<file path="src/design/fra_pkg.sv">
// Shared constants, codes and helpers for the frame ring allocator.
// No dependencies; every other design file depends on this package.
package fra_pkg;

    localparam int DATA_W          = 32;
    localparam int STATUS_W        = 2;
    localparam int RETIRED_W       = 5;
    localparam int FRAME_DEPTH_DEF = 16;

    localparam logic [DATA_W-1:0]    RING_SIZE_RST = 32'd65536;
    localparam logic [DATA_W-1:0]    FRAME_CNT_RST = 32'd1;
    localparam logic [RETIRED_W-1:0] RETIRED_MAX   = 5'd31;

    // Command codes.
    localparam logic CMD_ALLOC = 1'b0;
    localparam logic CMD_END   = 1'b1;

    // Status codes.
    localparam logic [STATUS_W-1:0] ST_OK    = 2'd0;
    localparam logic [STATUS_W-1:0] ST_OVER  = 2'd1;
    localparam logic [STATUS_W-1:0] ST_QFULL = 2'd2;

    // Unsigned add that saturates at all ones.
    function automatic logic [DATA_W-1:0] sat_add(input logic [DATA_W-1:0] a,
                                                  input logic [DATA_W-1:0] b);
        logic [DATA_W:0] s;
        s = {1'b0, a} + {1'b0, b};
        return s[DATA_W] ? '1 : s[DATA_W-1:0];
    endfunction

endpackage

</file>
<file path="src/design/fra_if.sv">
// Valid/ready channel interfaces for the frame ring allocator.
// Depends on fra_pkg for field widths.
interface fra_in_if;
    logic                      valid;
    logic                      ready;
    logic                      command;
    logic [fra_pkg::DATA_W-1:0] request_bytes;

    modport source (output valid, output command, output request_bytes, input ready);
    modport sink   (input valid, input command, input request_bytes, output ready);
endinterface

interface fra_out_if;
    logic                         valid;
    logic                         ready;
    logic [fra_pkg::DATA_W-1:0]    granted_offset;
    logic [fra_pkg::STATUS_W-1:0]  status;
    logic                         fence_signalled;
    logic [fra_pkg::DATA_W-1:0]    frame_number;
    logic [fra_pkg::RETIRED_W-1:0] frames_retired;

    modport source (output valid, output granted_offset, output status,
                    output fence_signalled, output frame_number, output frames_retired,
                    input ready);
    modport sink   (input valid, input granted_offset, input status,
                    input fence_signalled, input frame_number, input frames_retired,
                    output ready);
endinterface

</file>
<file path="src/design/frame_ring_allocator.sv">
// Frame ring allocator: linear ring allocation with space freed one frame at a time.
//
// Channels: i_in carries commands (allocate with request_bytes, or end of frame),
// o_out returns exactly one result per command. A transfer happens when valid and
// ready are both high at a rising edge. i_cfg_wr_en / i_cfg_wr_data write ring_size
// and are meant to be used only while the block is idle.
// Flow: an allocate is accepted in S_IDLE and finished in S_CHECK, which it repeats
// for each old frame it retires, since the retire loop reads one frame start from the queue
// memory per cycle. An end of frame is answered straight from S_IDLE. The result sits in an output
// register; the block works on one command at a time and accepts the next one in
// the cycle its previous result is transferred or after the register empties.
// Reset (synchronous, active low) sets ring_size to 65536, empties the ring, sets
// the frame count to 1 and leaves one frame marker at offset 0. No clearing pass
// is needed; the block is ready right after reset.
// When the receiver stalls, the result is held and no new command is accepted.
module frame_ring_allocator #(
    parameter int FRAME_DEPTH = fra_pkg::FRAME_DEPTH_DEF
) (
    input  logic                       i_clk,
    input  logic                       i_rst_n,
    input  logic                       i_cfg_wr_en,
    input  logic [fra_pkg::DATA_W-1:0] i_cfg_wr_data,
    fra_in_if.sink                     i_in,
    fra_out_if.source                  o_out
);
    import fra_pkg::*;

    localparam int HW = $clog2(FRAME_DEPTH);
    localparam int FW = $clog2(FRAME_DEPTH + 1);
    localparam logic [HW-1:0] HEAD_LAST = HW'(FRAME_DEPTH - 1);
    localparam logic [FW-1:0] FILL_FULL = FW'(FRAME_DEPTH);
    localparam logic [FW-1:0] FILL_ONE  = FW'(1);
    localparam logic [HW:0]   DEPTH_EXT = (HW + 1)'(FRAME_DEPTH);

    typedef enum logic {S_IDLE, S_CHECK} t_state;

    function automatic logic [HW-1:0] head_inc(input logic [HW-1:0] h);
        return (h == HEAD_LAST) ? '0 : h + 1'b1;
    endfunction

    // Control state.
    t_state              r_state, n_state;
    logic [DATA_W-1:0]   r_ring_size, n_ring_size;
    logic [DATA_W-1:0]   r_wr_ofs, n_wr_ofs;
    logic [DATA_W-1:0]   r_used, n_used;
    logic [DATA_W-1:0]   r_frame_cnt, n_frame_cnt;
    logic [HW-1:0]       r_head, n_head;
    logic [FW-1:0]       r_fill, n_fill;
    logic [DATA_W-1:0]   r_head_start, n_head_start;
    logic [DATA_W-1:0]   r_back_ofs, n_back_ofs;
    logic                r_out_valid, n_out_valid;

    // Payload registers.
    logic [DATA_W-1:0]    r_req, n_req;
    logic [RETIRED_W-1:0] r_retired, n_retired;
    logic [DATA_W-1:0]    r_out_granted, n_out_granted;
    logic [STATUS_W-1:0]  r_out_status, n_out_status;
    logic                 r_out_fence, n_out_fence;
    logic [DATA_W-1:0]    r_out_fnum, n_out_fnum;
    logic [RETIRED_W-1:0] r_out_retired, n_out_retired;

    // Queue memory ports.
    logic              mem_wr_en;
    logic [HW-1:0]     mem_wr_addr;
    logic              mem_rd_en;
    logic [HW-1:0]     mem_rd_addr;
    logic [DATA_W-1:0] mem_rd_data;

    logic              in_ready;
    logic              in_accept;
    logic [DATA_W:0]   wrap_sum;
    logic              do_wrap;
    logic [DATA_W-1:0] gap;
    logic [DATA_W-1:0] used_wrapped;
    logic              need_room;
    logic [DATA_W-1:0] tail;
    logic [DATA_W:0]   freed;
    logic [DATA_W-1:0] used_freed;
    logic [HW:0]       push_sum;
    logic [HW:0]       push_idx;

    fra_queue_mem #(
        .DEPTH  (FRAME_DEPTH),
        .ADDR_W (HW)
    ) u_queue_mem (
        .i_clk     (i_clk),
        .i_wr_en   (mem_wr_en),
        .i_wr_addr (mem_wr_addr),
        .i_wr_data (r_wr_ofs),
        .i_rd_en   (mem_rd_en),
        .i_rd_addr (mem_rd_addr),
        .o_rd_data (mem_rd_data)
    );

    assign in_ready  = (r_state == S_IDLE) && (!r_out_valid || o_out.ready);
    assign in_accept = i_in.valid && in_ready;

    // Wrap check on the incoming request, applied as the command is accepted.
    assign wrap_sum     = {1'b0, r_wr_ofs} + {1'b0, i_in.request_bytes};
    assign do_wrap      = {1'b0, r_ring_size} <= wrap_sum;
    assign gap          = (r_ring_size > r_wr_ofs) ? r_ring_size - r_wr_ofs : '0;
    assign used_wrapped = sat_add(r_used, gap);

    assign need_room = {1'b0, r_ring_size} < ({1'b0, r_used} + {1'b0, r_req});

    // Span of the oldest frame: from the cached head start to the next start.
    assign tail  = (r_ring_size > r_head_start) ? r_ring_size - r_head_start : '0;
    assign freed = (mem_rd_data < r_head_start) ? {1'b0, tail} + {1'b0, mem_rd_data}
                                                : {1'b0, mem_rd_data - r_head_start};
    assign used_freed = ({1'b0, r_used} > freed) ? r_used - freed[DATA_W-1:0] : '0;

    assign push_sum = {1'b0, r_head} + (HW + 1)'(r_fill);
    assign push_idx = (push_sum >= DEPTH_EXT) ? push_sum - DEPTH_EXT : push_sum;

    always_comb begin
        n_state       = r_state;
        n_ring_size   = r_ring_size;
        n_wr_ofs      = r_wr_ofs;
        n_used        = r_used;
        n_frame_cnt   = r_frame_cnt;
        n_head        = r_head;
        n_fill        = r_fill;
        n_head_start  = r_head_start;
        n_back_ofs    = r_back_ofs;
        n_out_valid   = r_out_valid;
        n_req         = r_req;
        n_retired     = r_retired;
        n_out_granted = r_out_granted;
        n_out_status  = r_out_status;
        n_out_fence   = r_out_fence;
        n_out_fnum    = r_out_fnum;
        n_out_retired = r_out_retired;
        mem_wr_en     = 1'b0;
        mem_wr_addr   = push_idx[HW-1:0];
        mem_rd_en     = 1'b0;
        mem_rd_addr   = head_inc(r_head);

        if (i_cfg_wr_en) begin
            n_ring_size = i_cfg_wr_data;
        end
        if (r_out_valid && o_out.ready) begin
            n_out_valid = 1'b0;
        end

        case (r_state)
            S_IDLE: begin
                // Prefetch the start of the second oldest frame for a retire.
                mem_rd_en = 1'b1;
                if (in_accept) begin
                    if (i_in.command == CMD_ALLOC) begin
                        n_req     = i_in.request_bytes;
                        n_retired = '0;
                        if (do_wrap) begin
                            n_wr_ofs = '0;
                            n_used   = used_wrapped;
                        end
                        n_state = S_CHECK;
                    end else begin
                        n_out_valid   = 1'b1;
                        n_out_granted = '0;
                        n_out_retired = '0;
                        n_out_fence   = 1'b0;
                        n_out_fnum    = r_frame_cnt;
                        n_out_status  = ST_OK;
                        if (r_back_ofs != r_wr_ofs) begin
                            if (r_fill >= FILL_FULL) begin
                                n_out_status = ST_QFULL;
                            end else begin
                                n_out_fence = 1'b1;
                                n_frame_cnt = r_frame_cnt + 1'b1;
                                mem_wr_en   = 1'b1;
                                n_back_ofs  = r_wr_ofs;
                                n_fill      = r_fill + 1'b1;
                            end
                        end
                    end
                end
            end
            S_CHECK: begin
                if (need_room && (r_fill > FILL_ONE)) begin
                    n_head       = head_inc(r_head);
                    n_fill       = r_fill - 1'b1;
                    n_head_start = mem_rd_data;
                    n_used       = used_freed;
                    n_retired    = (r_retired == RETIRED_MAX) ? r_retired
                                                              : r_retired + 1'b1;
                    mem_rd_en    = 1'b1;
                    mem_rd_addr  = head_inc(head_inc(r_head));
                end else begin
                    n_out_valid   = 1'b1;
                    n_out_fence   = 1'b0;
                    n_out_fnum    = r_frame_cnt;
                    n_out_retired = r_retired;
                    if (need_room) begin
                        n_out_status  = ST_OVER;
                        n_out_granted = '0;
                    end else begin
                        n_out_status  = ST_OK;
                        n_out_granted = r_wr_ofs;
                        n_wr_ofs      = sat_add(r_wr_ofs, r_req);
                        n_used        = sat_add(r_used, r_req);
                    end
                    n_state = S_IDLE;
                end
            end
            default: begin
                n_state = S_IDLE;
            end
        endcase
    end

    always_ff @(posedge i_clk) begin
        if (!i_rst_n) begin
            r_state       <= S_IDLE;
            r_ring_size   <= RING_SIZE_RST;
            r_wr_ofs      <= '0;
            r_used        <= '0;
            r_frame_cnt   <= FRAME_CNT_RST;
            r_head        <= '0;
            r_fill        <= FILL_ONE;
            r_head_start  <= '0;
            r_back_ofs    <= '0;
            r_out_valid   <= 1'b0;
            r_req         <= '0;
            r_retired     <= '0;
            r_out_granted <= '0;
            r_out_status  <= ST_OK;
            r_out_fence   <= 1'b0;
            r_out_fnum    <= '0;
            r_out_retired <= '0;
        end else begin
            r_state       <= n_state;
            r_ring_size   <= n_ring_size;
            r_wr_ofs      <= n_wr_ofs;
            r_used        <= n_used;
            r_frame_cnt   <= n_frame_cnt;
            r_head        <= n_head;
            r_fill        <= n_fill;
            r_head_start  <= n_head_start;
            r_back_ofs    <= n_back_ofs;
            r_out_valid   <= n_out_valid;
            r_req         <= n_req;
            r_retired     <= n_retired;
            r_out_granted <= n_out_granted;
            r_out_status  <= n_out_status;
            r_out_fence   <= n_out_fence;
            r_out_fnum    <= n_out_fnum;
            r_out_retired <= n_out_retired;
        end
    end

    assign i_in.ready            = in_ready;
    assign o_out.valid           = r_out_valid;
    assign o_out.granted_offset  = r_out_granted;
    assign o_out.status          = r_out_status;
    assign o_out.fence_signalled = r_out_fence;
    assign o_out.frame_number    = r_out_fnum;
    assign o_out.frames_retired  = r_out_retired;

endmodule

</file>
<file path="src/design/fra_queue_mem.sv">
// Frame start offset memory: one write port, one read port, registered read data.
// Depends on fra_pkg for the data width.
module fra_queue_mem #(
    parameter int DEPTH  = fra_pkg::FRAME_DEPTH_DEF,
    parameter int ADDR_W = $clog2(DEPTH)
) (
    input  logic                       i_clk,
    input  logic                       i_wr_en,
    input  logic [ADDR_W-1:0]          i_wr_addr,
    input  logic [fra_pkg::DATA_W-1:0] i_wr_data,
    input  logic                       i_rd_en,
    input  logic [ADDR_W-1:0]          i_rd_addr,
    output logic [fra_pkg::DATA_W-1:0] o_rd_data
);
    import fra_pkg::*;

    logic [DATA_W-1:0] r_mem [DEPTH];
    logic [DATA_W-1:0] r_rd_data;

    always_ff @(posedge i_clk) begin
        if (i_wr_en) begin
            r_mem[i_wr_addr] <= i_wr_data;
        end
    end

    always_ff @(posedge i_clk) begin
        if (i_rd_en) begin
            r_rd_data <= r_mem[i_rd_addr];
        end
    end

    assign o_rd_data = r_rd_data;

endmodule

</file>
<file path="src/flat_wrapper.sv">
// flat-port wrapper written by rule: the top's interface ports become plain ports
module frame_ring_allocator_flat import fra_pkg::*;
#(
    parameter int FRAME_DEPTH = fra_pkg::FRAME_DEPTH_DEF
)
  (i_clk, i_rst_n, i_cfg_wr_en, i_cfg_wr_data, i_in_valid, i_in_command, i_in_request_bytes, i_in_ready, o_out_valid, o_out_granted_offset, o_out_status, o_out_fence_signalled, o_out_frame_number, o_out_frames_retired, o_out_ready);
  fra_in_if i_in_i ();
  fra_out_if o_out_i ();
  input  logic i_clk;
  input  logic i_rst_n;
  input  logic i_cfg_wr_en;
  input  logic [fra_pkg::DATA_W-1:0] i_cfg_wr_data;
  input wire logic [$bits(i_in_i.valid)-1:0] i_in_valid;
  input wire logic [$bits(i_in_i.command)-1:0] i_in_command;
  input wire logic [$bits(i_in_i.request_bytes)-1:0] i_in_request_bytes;
  output wire logic [$bits(i_in_i.ready)-1:0] i_in_ready;
  output wire logic [$bits(o_out_i.valid)-1:0] o_out_valid;
  output wire logic [$bits(o_out_i.granted_offset)-1:0] o_out_granted_offset;
  output wire logic [$bits(o_out_i.status)-1:0] o_out_status;
  output wire logic [$bits(o_out_i.fence_signalled)-1:0] o_out_fence_signalled;
  output wire logic [$bits(o_out_i.frame_number)-1:0] o_out_frame_number;
  output wire logic [$bits(o_out_i.frames_retired)-1:0] o_out_frames_retired;
  input wire logic [$bits(o_out_i.ready)-1:0] o_out_ready;
  assign i_in_i.valid = i_in_valid;
  assign i_in_i.command = i_in_command;
  assign i_in_i.request_bytes = i_in_request_bytes;
  assign i_in_ready = i_in_i.ready;
  assign o_out_valid = o_out_i.valid;
  assign o_out_granted_offset = o_out_i.granted_offset;
  assign o_out_status = o_out_i.status;
  assign o_out_fence_signalled = o_out_i.fence_signalled;
  assign o_out_frame_number = o_out_i.frame_number;
  assign o_out_frames_retired = o_out_i.frames_retired;
  assign o_out_i.ready = o_out_ready;
  frame_ring_allocator #(.FRAME_DEPTH(FRAME_DEPTH)) u_core (.i_clk(i_clk), .i_rst_n(i_rst_n), .i_cfg_wr_en(i_cfg_wr_en), .i_cfg_wr_data(i_cfg_wr_data), .i_in(i_in_i), .o_out(o_out_i));
endmodule
</file>
<file path="config.mk">
export PLATFORM = sky130hd
export DESIGN_NAME = frame_ring_allocator_flat
export DESIGN_NICKNAME = d
export VERILOG_FILES = /design/src/design/fra_pkg.sv /design/src/design/fra_if.sv /design/src/design/frame_ring_allocator.sv /design/src/design/fra_queue_mem.sv /design/src/flat_wrapper.sv
export SDC_FILE = /design/constraint.sdc
export NUM_CORES = 2
export LEC_CHECK = 0
export ABC_AREA = 1
export BUFFER_PORTS_ARGS = -buffer_cell sky130_fd_sc_hd__buf_2
export CAP_MARGIN = 20
export CORE_MARGIN = 2
export CORE_UTILIZATION = 28
export CTS_BUF_LIST = sky130_fd_sc_hd__clkbuf_8
export CTS_CLUSTER_DIAMETER = 60
export CTS_CLUSTER_SIZE = 10
export DETAILED_ROUTE_END_ITERATION = 6
export SETUP_SLACK_MARGIN = 0.1
export SLEW_MARGIN = 20
export SYNTH_ARGS = -nofsm -noshare
export SYNTH_HDL_FRONTEND = slang
export SYNTH_SLANG_ARGS = --single-unit
</file>
<file path="constraint.sdc">
create_clock -name i_clk -period 7.2 [get_ports i_clk]
set_input_delay 1.44 -clock i_clk [delete_from_list [all_inputs] [get_ports i_clk]]
set_output_delay 1.44 -clock i_clk [all_outputs]
set_load 0.03 [all_outputs]
</file>
==> reports/metrics.yaml <==
cts:
  clk_latency_ps: 910
  clkSlewWorstSetupHoldPaths_ps: 80
  htreeDepth: 3
  cts_buffers: 109
  clock-root-buffer: "clkbuf_8"
  tritoncts: "yes"
  clock_sinks: 856
  holdBufCountCts: 0
  cts_buffer_depth: 3
timing:
  finalCritPeriodShare_pct: 92.5
  setup_ws_ps: 537
  finalSetupViolCount: 0
  finClkSkew_ps: 87.7
  whs_ps: 461
  slew_headroom_pct: 22.8
  period_needed_ps: 6660
  maxSlewViolCount: 0
  fmax_ghz: 0.150
  rsz0062_at_grt: "true"
  tightest_slew_ps: 1150
  hold_viol: 0
placement:
  io_buffers: 143
  placed_cells: 9172
  place_hpwl_um: 149000
  gp_congestion: 1.01
  detailedPlace.worstSlack_ps: 165
synth:
  syn_area_um2: 52800
  synth_seq_cells: 856
  synthArstFlopShare_pct: 0
  netlist_instances: 6615
  yosysWarnings: 0
  avgSynthCellArea_um2: 7.98
  synth_cell_type_count: 56
  seq_area_frac_synth_pct: 42.8
  synth_edf_count: 544
  yosysTopAreaCell: "edfxtp_1"
  synthesis.nets: 7058
  synth.area.top_cells: "edfxtp_1 31%, dfxtp_1 12%, nand2_1 10%"
  synth_flop_cell: "edfxtp_1"
  yosysTopAreaCellShare_pct: 31.0
floorplanning:
  die_h_um: 438
  rows: 159
  die-area_um2: 192000
  ios: 144
  die_w_um: 438
  start_util_pct: 28.1
  core_area_um2: 188000
min_path:
  hp-class: "flip-flop to flip-flop"
global_routing:
  use_met1_pct: 26.4
  grt_max_degree: 165
  busiest_layer: "met2"
  grtUsageMet3_pct: 2.46
  grt_pass1_wl_um: 297000
  globalRouteOverflowTotal: 0
  grtUsageMet2_pct: 34.2
  grt_util_all_layers_pct: 20.5
  antenna_found_initial: 11
  grt_pass1_vias: 45100
flow_run:
  cap_violations: 0
critical_path:
  startpoint_type: "flip-flop"
  crit_arrival_ps: 7220
  crit_fanout: 69
  crit_type: "flip-flop to flip-flop"
  cp-end-kind: "flip-flop"
  worstPathRequired_ps: 7750
finish:
  layout_common_cells: "1470 x nand2_1, 760 x inv_1, 626 x nand3_1, 611 x a21oi_1, 544 x edfxtp_1"
  final_common_cell: "nand2_1"
  layout-drive-gt1-share_pct: 8.07
  final_util_pct: 31.8
  layout.nets: 7242
  area_growth_pct: 13.1
  stdcell_count: 9407
pwr:
  power_leakage_uw: 0.0253
  power_density_nw_per_um2: 275
  vdd_ir_drop_max_mv: 0.156
detailed_routing:
  drtIter0Drc: 4452
  wire_per_inst_um: 21.7
  drt-vias-per-instance: 5.07
  vias: 47700
  first_pass_iters: 6
  drc_errors: 0
  drt-total-wl_um: 204000
  ant_nets: 0
status:
  status: "complete, no violations"
-- power breakdown --
part           switching [uW]  total, uW  internal [uW]
registers                 294       5700           5400
clock network            2040       3770           1730
logic                    4640       6960           2320
-- routing by layer --
| metal | vias to the layer above | part of all wire, % |
|---|---|---|
| li1 | 22900 | - |
| met1 | 22800 | 42 |
| met2 | 1697 | 47 |
| met3 | 332 | 6.4 |
| met4 | 4 | 5.0 |
| met5 | - | 0.011 |
-- synthesized netlist by cell type (5+ instances only) --
cell,number
nand2_1,1475
inv_1,700
nand3_1,629
a21oi_1,621
edfxtp_1,544
nor2_1,491
o21ai_0,437
ha_1,363
dfxtp_1,312
xnor2_1,140
clkbuf_1,124
xor2_1,116
nand3b_1,105
buf_2,101
nor3_1,84
nand4_1,50
a21o_1,37
nor4_1,37
o211ai_1,25
a21boi_0,21
a31oi_1,21
o21bai_1,21
o21a_1,18
or2_2,16
buf_4,14
a221oi_1,10
and2_1,10
fa_1,10
buf_1,8
nor3b_1,8
o21ai_1,7
a211oi_1,5
inv_2,5
o2111ai_1,5
-- cell type report --
cell class                      instances  area (um^2)
Fill cell                           19800       128000
Multi-Input combinational cell       4804        26800
Sequential cell                       856        22600
Tap cell                             2495         3120
Inverter                              707         2660
Timing Repair Buffer                  321         2260
Clock buffer                          113         1560
Clock inverter                         90          662
Antenna cell                           21         52.6
-- sequential cells by signal, indices dropped and copies added, names as in the netlist, 32 cells and up --
name / cells
u_core.r_wr_ofs: 32
u_core.r_ring_size: 32
u_core.r_back_ofs: 32
u_core.u_queue_mem.r_mem: 512
u_core.o_out.frame_number: 32
u_core.r_frame_cnt: 32
u_core.r_used: 32
u_core.u_queue_mem.o_rd_data: 32
u_core.r_head_start: 32
u_core.r_req: 32
u_core.o_out.granted_offset: 32
-- cell families (layout without fill, tap and decap cells) --
kind of cell / Yosys count / in the layout / synth area share (%)
AND/OR/NAND/NOR: 2916 / 2916 / 23.9
AO/OA/AOI/OAI: 1256 / 1256 / 12.9
buffers and inverters: 955 / 1231 / 7.15
flip-flops: 856 / 856 / 42.8
adder cells (fa/ha/maj): 373 / 373 / 8.98
XOR/XNOR: 258 / 258 / 4.31
multiplexers: 1 / 1 / 0.0190
other: 0 / 21 / 0
-- stage by stage --
stage                     setup TNS [ps]  total power [uW]  area [um^2]
after floorplan                        0              9980        52800
after global placement                 0             12500        57100
after detailed placement               0             12400        57100
after CTS                              0             16200        59300
after global routing               -3.59             17300        59700
final                                  0             16400        59700
-- critical path, cell delays in order (launching register included) --
cell	delay (ps)
dfxtp_1	520
ha_1	350
a21oi_1	170
nand2_1	170
a21boi_0	410
o21ai_0	310
a21oi_1	350
o21bai_1	150
xnor2_1	330
ha_1	300
nand3_1	110
inv_1	50
a21oi_1	280
nand2_1	100
nand2_1	60
nand2_1	150
a21oi_1	750
nand4_1	280
nand2_4	330
inv_4	40
buf_4	410
nand2_1	180
nand3_1	120
nand3_1	140
nand2_1	200
-- worst paths after layout --
kind,start,end,slack [ps],cells past startpoint
max,u_core.r_used[2]$_SDFFE_PN0P_,u_core.u_queue_mem.o_rd_data[22]$_DFFE_PP_,540,24
max reg2reg,u_core.r_used[2]$_SDFFE_PN0P_,u_core.u_queue_mem.o_rd_data[22]$_DFFE_PP_,540,24
min,u_core.o_out.granted_offset[5]$_SDFFE_PN0P_,u_core.o_out.granted_offset[5]$_SDFFE_PN0P_,460,2
min reg2reg,u_core.o_out.granted_offset[5]$_SDFFE_PN0P_,u_core.o_out.granted_offset[5]$_SDFFE_PN0P_,460,2
-- what timing repair did --
item | CTS | global route
gates resized for setup | 0 | 50
endpoints found under the setup margin | 0 | 32
setup buffers | 0 | 9
No activity file was read; power rests on OpenSTA's default activity.
